==> src/hw/rtl/software_timer_table_assert.svh <==
// ----------------------------------------------------------------------------
// software_timer_table_assert
// Assertion macros shared by the timer table RTL.
// ----------------------------------------------------------------------------
`ifndef SOFTWARE_TIMER_TABLE_ASSERT_SVH
`define SOFTWARE_TIMER_TABLE_ASSERT_SVH
// Implication checked on every edge outside reset.
`define STT_ASSERT_IMP(label, ante, cons) \
  label: assert property (@(posedge clk) disable iff (rst) (ante) |-> (cons)) \
    else $error("assertion failed");
// Implication checked in the cycle after the antecedent.
`define STT_ASSERT_NEXT(label, ante, cons) \
  label: assert property (@(posedge clk) disable iff (rst) (ante) |=> (cons)) \
    else $error("assertion failed");
`endif

==> src/hw/rtl/stt_pkg.sv <==
// ----------------------------------------------------------------------------
// stt_pkg
// Types and codes shared by the timer table modules.
// ----------------------------------------------------------------------------
package stt_pkg;
  localparam int TimeW = 48;
  localparam logic [TimeW-1:0] TimeMax = {TimeW{1'b1}};

  typedef logic [1:0] op_t;
  localparam op_t OpAdd    = 2'd0;
  localparam op_t OpCancel = 2'd1;
  localparam op_t OpTick   = 2'd2;

  typedef logic [2:0] status_t;
  localparam status_t StAdded   = 3'd0;
  localparam status_t StDup     = 3'd1;
  localparam status_t StFull    = 3'd2;
  localparam status_t StCancel  = 3'd3;
  localparam status_t StMissing = 3'd4;
  localparam status_t StTick    = 3'd5;

  typedef struct packed {
    logic [7:0]       id;
    logic [TimeW-1:0] due;
    logic [31:0]      period;
  } entry_t;

  // Control broadcast from the sequencer to every cell.
  typedef struct packed {
    logic       load;     // write the broadcast entry at the tail
    logic       shift;    // take the right neighbor's entry
  } cell_ctl_t;
endpackage

==> src/hw/rtl/stt_cell.sv <==
// ----------------------------------------------------------------------------
// stt_cell
// One table slot: holds an entry and can take its neighbor's entry.
// ----------------------------------------------------------------------------
module stt_cell (
  input  logic               clk,
  input  stt_pkg::cell_ctl_t ctl,
  input  logic               sel_load,
  input  logic               sel_shift,
  input  stt_pkg::entry_t    nbr,
  input  stt_pkg::entry_t    load_entry,
  output stt_pkg::entry_t    q
);
  import stt_pkg::*;

  always_ff @(posedge clk) begin
    if (ctl.load && sel_load) begin
      q <= load_entry;
    end else if (ctl.shift && sel_shift) begin
      q <= nbr;
    end
  end
endmodule

==> src/hw/rtl/software_timer_table.sv <==
// ----------------------------------------------------------------------------
// software_timer_table
// Ordered timer list held in a row of shifting cells.
// ----------------------------------------------------------------------------
// Entries sit in a chain of SLOTS cells, cell 0 at the head. Add writes the
// tail straight from idle, so the next beat can follow on the next cycle
// unless the output is stalled. Cancel and tick walk the chain: on each step
// the head entry leaves and re-enters behind the entries still to be visited
// (or is dropped), so either stalls the input through the walk, the step that
// ends it and the done state that posts the final beat.
// Results leave through a one-entry output register; the walk waits while a
// result is stalled, and a tick holds back each report by one step so the
// final one can carry last.
module software_timer_table #(
  parameter int SLOTS = 16
) (
  input  logic                     clk,
  input  logic                     rst,
  input  logic                     in_valid,
  output logic                     in_stall,
  input  stt_pkg::op_t             operation,
  input  logic [7:0]               event_id,
  input  logic [stt_pkg::TimeW-1:0] now_time,
  input  logic [31:0]              first_delay,
  input  logic [31:0]              interval,
  output logic                     out_valid,
  input  logic                     out_stall,
  output logic [7:0]               event_id_res,
  output logic                     fired,
  output stt_pkg::status_t         status,
  output logic                     last
);
  import stt_pkg::*;
  `include "software_timer_table_assert.svh"

  localparam int CntW = $clog2(SLOTS + 1);
  localparam int IdxW = (SLOTS > 1) ? $clog2(SLOTS) : 1;
  localparam int RepMax = 16;

  typedef enum logic [1:0] {SIdle, SWalk, SDone} state_t;
  state_t state;

  entry_t    cells [SLOTS];
  entry_t    nbrs  [SLOTS];
  cell_ctl_t ctl;
  logic [SLOTS-1:0] sel_load, sel_shift;

  logic [CntW-1:0] count, remain, kept;
  logic [4:0]      nrep;
  op_t             op;
  logic [7:0]      key;
  logic [TimeW-1:0] now_r;
  logic            found, pend_last;
  logic [7:0]      pend_id;
  entry_t          load_entry, head_new;
  logic            head_keep, head_rep;
  logic [TimeW:0]  adv_sum;
  logic [TimeW:0]  add_sum;

  assign in_stall = (state != SIdle) || (out_valid && out_stall);
  wire acc = in_valid && !in_stall;
  wire step = (state == SWalk) && (remain != '0) && !(out_valid && out_stall);

  // Head entry decision during a walk.
  always_comb begin
    adv_sum = {1'b0, cells[0].due} + {{(TimeW-31){1'b0}}, cells[0].period};
    head_new = cells[0];
    head_keep = 1'b1;
    head_rep = 1'b0;
    if (op == OpCancel) begin
      if (!found && cells[0].id == key) head_keep = 1'b0;
    end else if (cells[0].due <= now_r && nrep < 5'(RepMax)) begin
      head_rep = 1'b1;
      if (cells[0].period == '0) head_keep = 1'b0;
      else head_new.due = adv_sum[TimeW] ? TimeMax : adv_sum[TimeW-1:0];
    end
  end

  // The tail slot for re-entry is the one just past the kept entries after
  // the shift; the chain shifts left across all cells on each step.
  always_comb begin
    ctl = '0;
    ctl.load = (acc && operation == OpAdd) || (step && head_keep);
    ctl.shift = step;
    sel_load = '0;
    sel_shift = '0;
    load_entry = head_new;
    add_sum = {1'b0, now_time} + {{(TimeW-31){1'b0}}, first_delay};
    for (int i = 0; i < SLOTS; i++) begin
      nbrs[i] = cells[(i + 1 < SLOTS) ? i + 1 : i];
      if (step) sel_shift[i] = 1'b1;
    end
    if (state == SIdle) begin
      load_entry.id = event_id;
      load_entry.due = add_sum[TimeW] ? TimeMax : add_sum[TimeW-1:0];
      load_entry.period = interval;
      if (count < CntW'(SLOTS)) sel_load[count[IdxW-1:0]] = 1'b1;
    end else begin
      // Entry lands behind the not-yet-visited ones and the kept ones.
      sel_load[IdxW'(CntW'(remain - 1'b1) + kept)] = 1'b1;
    end
  end

  for (genvar g = 0; g < SLOTS; g++) begin : g_cell
    stt_cell u_cell (
      .clk(clk), .ctl(ctl), .sel_load(sel_load[g]), .sel_shift(sel_shift[g]),
      .nbr(nbrs[g]), .load_entry(load_entry), .q(cells[g])
    );
  end

  logic dup;
  always_comb begin
    dup = 1'b0;
    for (int i = 0; i < SLOTS; i++)
      if (CntW'(i) < count && cells[i].id == event_id) dup = 1'b1;
  end

  always_ff @(posedge clk) begin
    if (rst) begin
      state <= SIdle;
      count <= '0;
      out_valid <= 1'b0;
    end else begin
      if (out_valid && !out_stall) out_valid <= 1'b0;
      unique case (state)
        SIdle: if (acc) begin
          op <= operation; key <= event_id; now_r <= now_time;
          found <= 1'b0; nrep <= '0; kept <= '0; remain <= count;
          pend_last <= 1'b0;
          if (operation == OpAdd) begin
            out_valid <= 1'b1; event_id_res <= event_id; fired <= 1'b0;
            last <= 1'b1;
            if (dup) status <= StDup;
            else if (count >= CntW'(SLOTS)) status <= StFull;
            else begin
              status <= StAdded;
              count <= count + 1'b1;
            end
          end else if (operation == OpCancel || operation == OpTick) begin
            state <= SWalk;
          end
        end
        SWalk: begin
          if (step) begin
            remain <= remain - 1'b1;
            if (head_keep) kept <= kept + 1'b1;
            if (op == OpCancel && !head_keep) found <= 1'b1;
            if (head_rep) begin
              // Hold each report one step so the final one can carry last.
              nrep <= nrep + 1'b1;
              pend_id <= cells[0].id;
              pend_last <= 1'b1;
              if (pend_last) begin
                out_valid <= 1'b1; event_id_res <= pend_id;
                fired <= 1'b1; status <= StTick; last <= 1'b0;
              end
            end
          end else if (remain == '0 && !(out_valid && out_stall)) begin
            state <= SDone;
          end
        end
        SDone: if (!(out_valid && out_stall)) begin
          count <= kept;
          state <= SIdle;
          if (op == OpCancel) begin
            out_valid <= 1'b1; event_id_res <= key; fired <= 1'b0; last <= 1'b1;
            status <= found ? StCancel : StMissing;
          end else if (pend_last) begin
            out_valid <= 1'b1; event_id_res <= pend_id; fired <= 1'b1;
            status <= StTick; last <= 1'b1;
          end
        end
        default: state <= SIdle;
      endcase
    end
  end

  `STT_ASSERT_IMP(a_count_range, 1'b1, count <= CntW'(SLOTS))
  `STT_ASSERT_NEXT(a_add_one_cycle, acc && operation == OpAdd, out_valid && last)
  `STT_ASSERT_IMP(a_busy_stalls, state != SIdle, in_stall)
endmodule

==> config.mk <==
export PLATFORM = sky130hd
export DESIGN_NAME = software_timer_table
export DESIGN_NICKNAME = d
export VERILOG_FILES = /design/src/hw/rtl/stt_pkg.sv /design/src/hw/rtl/stt_cell.sv /design/src/hw/rtl/software_timer_table.sv
export VERILOG_INCLUDE_DIRS = /design/src /design/src/hw/rtl
export SDC_FILE = /design/constraint.sdc
export NUM_CORES = 2
export LEC_CHECK = 0
export ABC_AREA = 0
export BUFFER_PORTS_ARGS = -buffer_cell sky130_fd_sc_hd__clkbuf_2
export CELL_PAD_IN_SITES_DETAIL_PLACEMENT = 1
export CELL_PAD_IN_SITES_GLOBAL_PLACEMENT = 1
export CORE_UTILIZATION = 36
export DETAILED_ROUTE_END_ITERATION = 16
export HOLD_SLACK_MARGIN = 0.02
export PLACE_DENSITY = 0.59
export SLEW_MARGIN = 40
export SYNTH_ARGS = -nofsm -noshare
export SYNTH_HDL_FRONTEND = slang
export SYNTH_SLANG_ARGS = --single-unit
export TNS_END_PERCENT = 5
==> constraint.sdc <==
create_clock -name clk -period 6.5 [get_ports clk]
set_input_delay 1.3 -clock clk [delete_from_list [all_inputs] [get_ports clk]]
set_output_delay 1.3 -clock clk [all_outputs]
set_load 0.05 [all_outputs]
Word level (Yosys, flattened, before mapping) --
Index checks and enable logic that the tools add are counted.
Cells by class: multiplexer cells 140, bitwise operators 1, add/sub/neg operators 7, magnitude comparators 24, reduce and logical (&&, ||, !) cells 88, equal/unequal tests 37
Operators by type and width (number):
- 88-bit two-way mux | 31
- 48-bit two-way mux | 5
- 8-bit == test | 17
- 48-bit by 32-bit adder with 49-bit output | 2
- 5-bit two-way mux | 12
- 8-bit two-way mux | 7
- 1-bit two-way mux | 53
- 48-bit <= comparator | 1
- 1-bit logical AND | 46
- 4-bit by 5-bit less-than comparator with 1-bit output, first input constant | 8
- 5-bit one-hot mux with 2 select lines | 4
- 2-bit nonzero test | 18
- 32-bit logical NOT | 1
- 16-bit two-way mux | 2
- 3-bit two-way mux | 8
- 8-bit one-hot mux with 3 select lines | 1
- 3-bit by 5-bit less-than comparator with 1-bit output, first input constant | 4
- 2-bit inequality test, second input constant | 10
- 2-bit two-way mux | 8
- 5-bit by 1-bit adder with 5-bit output, second input constant | 3
- 5-bit AND reduction | 3
- 6-bit AND reduction | 2
- 1-bit by 5-bit less-than comparator with 1-bit output, first input constant | 2
- 2-bit by 5-bit less-than comparator with 1-bit output, first input constant | 2
- other kinds (26) | 47
Storage, ports and cells: flip-flop bits (word level) 1512

Depth between registers and ports, before layout --
depth in word-level cells 22, depth in mapped cells 16, depth with buffers taken out 12

Hierarchy --
From an unflattened synthesis, not the netlist that was laid out.
Second synthesis, totals: cells, all modules 4528, area total of the unflattened synthesis 72894.9 um2
By module, submodules not included:
- stt_cell | cells each 188, instances 16, area an instance 3738.6 um2
- software_timer_table | cells each 1520, instances 1, area an instance 13077.5 um2

Worst setup path after synthesis --
No wires, ideal clock.
path kind reg-to-reg, start point register state[0], end point register g_cell[15].u_cell.q[0] in the netlist's numbering (enable), buffers on the path 5, path slack -0.486 ns, period minus slack after synthesis 6.986 ns, data required time 5.937 ns, stages on the path, launching flop included 10, data arrival time 6.422 ns, cells stage by stage dfxtp_1 > inv_1 > ha_1 > clkbuf_1 > clkbuf_1 > clkbuf_1 > buf_1 > buf_1 > a22oi_1 > a21oi_1
On the way: cells in the longest elaborated chain, start to end 7, elaborated cells between the ends (all ways) 13, those cells by class 1 x eq/ne; 1 x mux; 11 x reduce/logical
Ends and longest elaborated chain:
- start: declaration | RTL line software_timer_table.sv:41 | state_t state;
- start signal: assignment | RTL line software_timer_table.sv:120 | state <= SIdle;
- start signal: assignment | RTL line software_timer_table.sv:140 | state <= SWalk;
- start signal: assignment | RTL line software_timer_table.sv:159 | state <= SDone;
- 2-bit nonzero test | RTL line software_timer_table.sv:60 | assign in_stall = (state != SIdle) || (out_valid && out_stall);
- 1-bit logical OR | RTL line software_timer_table.sv:60
- 1-bit logical NOT | RTL line software_timer_table.sv:61 | wire acc = in_valid && !in_stall;
- 1-bit logical AND | RTL line software_timer_table.sv:61
- 1-bit logical AND | RTL line software_timer_table.sv:83 | ctl.load = (acc && operation == OpAdd) || (step && head_keep);
- 1-bit logical OR | RTL line software_timer_table.sv:83
- 1-bit logical AND * | RTL line stt_cell.sv:17 | if (ctl.load && sel_load) begin
- end signal: assignment | RTL line stt_cell.sv:18 | q <= load_entry;
- end signal: assignment | RTL line stt_cell.sv:20 | q <= nbr;
- end: declaration | RTL line stt_cell.sv:12 | output stt_pkg::entry_t q
Every way passes the cells marked *; elsewhere a longest branch is shown, timed or not. A chain may end at the register's enable or synchronous reset.

Final worst setup path --
start point register g_cell[0].u_cell.q[0] in the netlist's numbering, end point register g_cell[0].u_cell.q[50] in the netlist's numbering (data pin)
On the way: cells in the longest elaborated chain, start to end 8, elaborated cells between the ends (all ways) 14, those cells by class 1 x add/sub; 9 x mux; 4 x reduce/logical
Ends and longest elaborated chain (RTL line):
- start: declaration | stt_cell.sv:12
- start signal: assignment | stt_cell.sv:18
- start signal: assignment | stt_cell.sv:20
- branches (longest 7 deep; another with 48-bit by 32-bit adder with 49-bit output)
- 88-bit two-way mux * | stt_cell.sv:17
Every way passes the cells marked *.

==> impl_metrics.yaml <==
setup_path:
  path_buf_inv: 2
  endpoint_kind: "register"
  start_kind: "register"
  r2r-end: "g_cell[0].u_cell.q[50]$_DFFE_PP_"
  critPathMaxFanout: 17
  cp_slowest_stage_delay_ns: 0.71
  critPathTopFamily: "compound AO/OA/AOI/OAI gates"
  critPathKind: "reg2reg"
  worstPathArrival_ns: 6.05
  critPathSlowestCell: "a211oi_1"
  r2r_cells: 13
  r2r-start: "g_cell[0].u_cell.q[0]$_DFFE_PP_"
  critical_path.cell_chain: "ha_1 -> inv_1 -> fa_1 -> nand2b_1 -> a21oi_1 -> o21ai_0 -> a211oi_1 -> or2_1 -> and2_1 -> nor3_4 -> buf_4 -> a21oi_2 -> mux2_2"
  timing.reg2reg.setup_slack_ns: 1.15
  critPathRequiredTime_ns: 7.19
pwr:
  ir_drop_mv: 0.267
  p_per_area_mw_per_mm2: 319
  cellLeakagePower_nw: 28.9
  totalPowerFinal_mw: 25.8
route:
  drt_pass1_iterations: 5
  remaining_drc_errors: 0
  vias: 45400
  ant_nets: 0
  vias_per_cell: 5.49
  routed_wl_um: 215000
  drtIter0Drc: 3692
  detail_route.wl_per_cell_um: 26.0
hold_path:
  hold_class: "reg2reg"
  min-delay-start: "g_cell[14].u_cell.q[24]$_DFFE_PP_"
  holdPathEnd: "g_cell[13].u_cell.q[24]$_DFFE_PP_"
  whs_path_depth: 2
synth:
  yosys_warnings: 0
  avgSynthCellArea_um2: 13.1
  synth_flop_cell: "edfxtp_1"
  async_flop_share: 0
  synthesis.nets: 5676
  synth_edf_count: 1504
  ys_ff_latch: 1512
  netlist_instances: 5419
  synth.distinct_cells: 84
  synth_area_mm2: 0.0711
  yosysSeqAreaShare: 0.637
global_routing:
  grtUsageMet3: 0.0306
  grt_pass1_wl_um: 317000
  use_met1: 0.297
  grt_overflow: 0
  grt_pass1_vias: 46500
  grtUsageTotal: 0.215
  grt-busiest-layer: "met2"
  grt_antenna_before_repair: 2
  grt_max_degree: 133
  use_met2: 0.351
clock_network:
  holdBufCountCts: 0
  cts_sinks: 1512
  clock_latency_ns: 0.83
  cts_buffer_depth: 3
  cts_made_buffers: 171
  cts_resized: 0
  cts_tree: "built"
  cts-root-buf: "clkbuf_16"
  ctsHtreeMaxLevel: 4
  path_clk_slew_ns: 0.06
  cts_setup_buffers: 0
timing:
  slew_headroom: 0.353
  final_hold_viol_count: 0
  fmax_mhz: 187
  worstMarginPinSlew_ns: 0.964
  post-route-min-period_ns: 5.35
  finClkSkew_ns: 0.0517
  setup_tns_ns: 0
  rsz0062_at_grt: "false"
  setup_violations: 0
  slew_viol_final: 0
  timing.final.crit_share: 0.824
die:
  fp.coreArea_mm2: 0.196
  dieArea_mm2: 0.199
  die_w_um: 447
  io-pin-count: 141
  num_rows: 162
  start_util: 0.364
  die_y_um: 447
finish:
  instances_no_fill: 8270
  syn2layout_area_growth_pct: 13.7
  drive_gt1_frac: 0.233
  finish.net_count: 5758
job:
  drv_cap: 0
place:
  dp.cells: 7947
  place_congestion: 0.869
  dp_hpwl_um: 138000
  portBuffers: 140
status:
  run_status: "completed"
metrics by stage:
| step | setup slack [ns] | area [um2] | hold WS [ns] | util |
|---|---|---|---|---|
| 2_1_floorplan | 1.17 | 71100 | 0.495 | - |
| 4_1_cts | 1.10 | 80800 | 0.501 | 0.413 |
| 3_5_place_dp | 1.04 | 75300 | 0.509 | 0.385 |
| 6_report | 1.15 | 80900 | 0.497 | 0.414 |
| 5_1_grt | 0.905 | 80900 | 0.529 | 0.414 |
| 3_3_place_gp | 0.817 | 75100 | 0.498 | 0.384 |
kinds of logic after synthesis:
logic type,after synthesis,share of synthesized area
and+or+nand+nor,1202,0.0731
muxes,714,0.112
DFF,1512,0.637
adders and majority gates,131,0.0234
xor gates and xnor gates,211,0.0260
AOI/OAI and AO/OA,1114,0.0916
buffers and inverters,535,0.0367
final cells by class:
| class | instances | area [um2] |
|---|---|---|
| multi-input combinational | 3372 | 23700 |
| antenna | 1 | 2.50 |
| clock inverter | 113 | 1140 |
| fill | 20100 | 115000 |
| sequential | 1512 | 45300 |
| timing repair buffer | 308 | 2550 |
| clock buffer | 204 | 4400 |
| tap | 2624 | 3280 |
| inverter | 136 | 510 |
layout by cell type (no fill, tap or decap), types with 18 or more instances in the layout:
cell type,count
clkbuf_1,33
nor3_1,45
clkinv_2,32
a211oi_1,20
mux2i_1,39
clkbuf_16,171
clkinv_1,44
nand2_1,772
o21ai_0,699
xnor2_1,144
nand4_1,62
nor4_1,30
ha_1,127
inv_1,136
xor2_1,67
nand3_1,44
a21o_1,28
buf_12,46
nor2b_1,24
a32oi_1,18
edfxtp_1,1504
nor2_1,118
clkbuf_2,139
o31ai_1,23
buf_4,117
a21oi_1,136
mux2_2,660
metal layers:
metal / vias to the layer above / routed length (um) / share of wire
met5: - / 0 / 0
met4: 0 / 5510 / 0.026
li1: 20400 / - / -
met2: 1036 / 101000 / 0.47
met1: 23700 / 98100 / 0.46
met3: 283 / 10100 / 0.047
worst min-delay path: stages (launching register included):
cell and delay (ns):
edfxtp_1 0.32, nand2_1 0.05, o21ai_0 0.06
power by group:
group | internal (mW) | leakage (nW) | switching (mW)
combinational | 1.28 | 12.4 | 2.78
clock | 5.38 | 2.68 | 4.26
sequential | 11.7 | 13.8 | 0.382
state kept, by name (all words and copies together) (netlist names):
signal	cells
now_r	48
count	5
key	8
pend_id	8
fired	1
g_cell.u_cell.q	1408
out_valid	1
kept	5
status	3
event_id_res	8
state	2
nrep	5
remain	5
found	1
pend_last	1
op	2
last	1
how the worst max path moves through the flow:
stage / start / end / slack, ns / depth (start not counted)
floorplan: g_cell[0].u_cell.q[75]$_DFFE_PP_ / g_cell[10].u_cell.q[0]$_DFFE_PP_ / 1.17 / 12
global placement: now_time[4] / g_cell[13].u_cell.q[65]$_DFFE_PP_ / 0.82 / 11
detailed placement: now_time[0] / g_cell[0].u_cell.q[50]$_DFFE_PP_ / 1.04 / 16
CTS: g_cell[0].u_cell.q[0]$_DFFE_PP_ / g_cell[7].u_cell.q[76]$_DFFE_PP_ / 1.10 / 13
global route: g_cell[0].u_cell.q[0]$_DFFE_PP_ / g_cell[11].u_cell.q[32]$_DFFE_PP_ / 0.90 / 14
finish: g_cell[0].u_cell.q[0]$_DFFE_PP_ / g_cell[0].u_cell.q[50]$_DFFE_PP_ / 1.15 / 13
synth_stat cells, types with 8 or more instances:
cell type | number | area, um2
a211oi_1 | 22 | 165
a21o_1 | 29 | 218
a21oi_1 | 139 | 696
a21oi_2 | 13 | 114
a22o_1 | 15 | 131
a31oi_1 | 16 | 100
a32oi_1 | 19 | 166
and2_1 | 11 | 68.8
and3_1 | 14 | 87.6
buf_2 | 176 | 881
buf_4 | 97 | 728
clkbuf_1 | 118 | 443
dfxtp_1 | 8 | 160
edfxtp_1 | 1504 | 45200
ha_1 | 128 | 1600
inv_1 | 136 | 510
mux2_2 | 660 | 7430
mux2i_1 | 54 | 541
nand2_1 | 787 | 2950
nand2b_1 | 10 | 62.6
nand3_1 | 44 | 220
nand4_1 | 62 | 388
nor2_1 | 119 | 447
nor2b_1 | 25 | 156
nor3_1 | 46 | 230
nor4_1 | 30 | 188
o211ai_1 | 13 | 97.6
o21a_1 | 13 | 97.6
o21ai_0 | 701 | 3510
o21bai_1 | 11 | 82.6
o31ai_1 | 23 | 173
o32ai_1 | 19 | 166
or3_1 | 20 | 125
xnor2_1 | 144 | 1260
xor2_1 | 67 | 587
(Power assumes the default switching activity.)
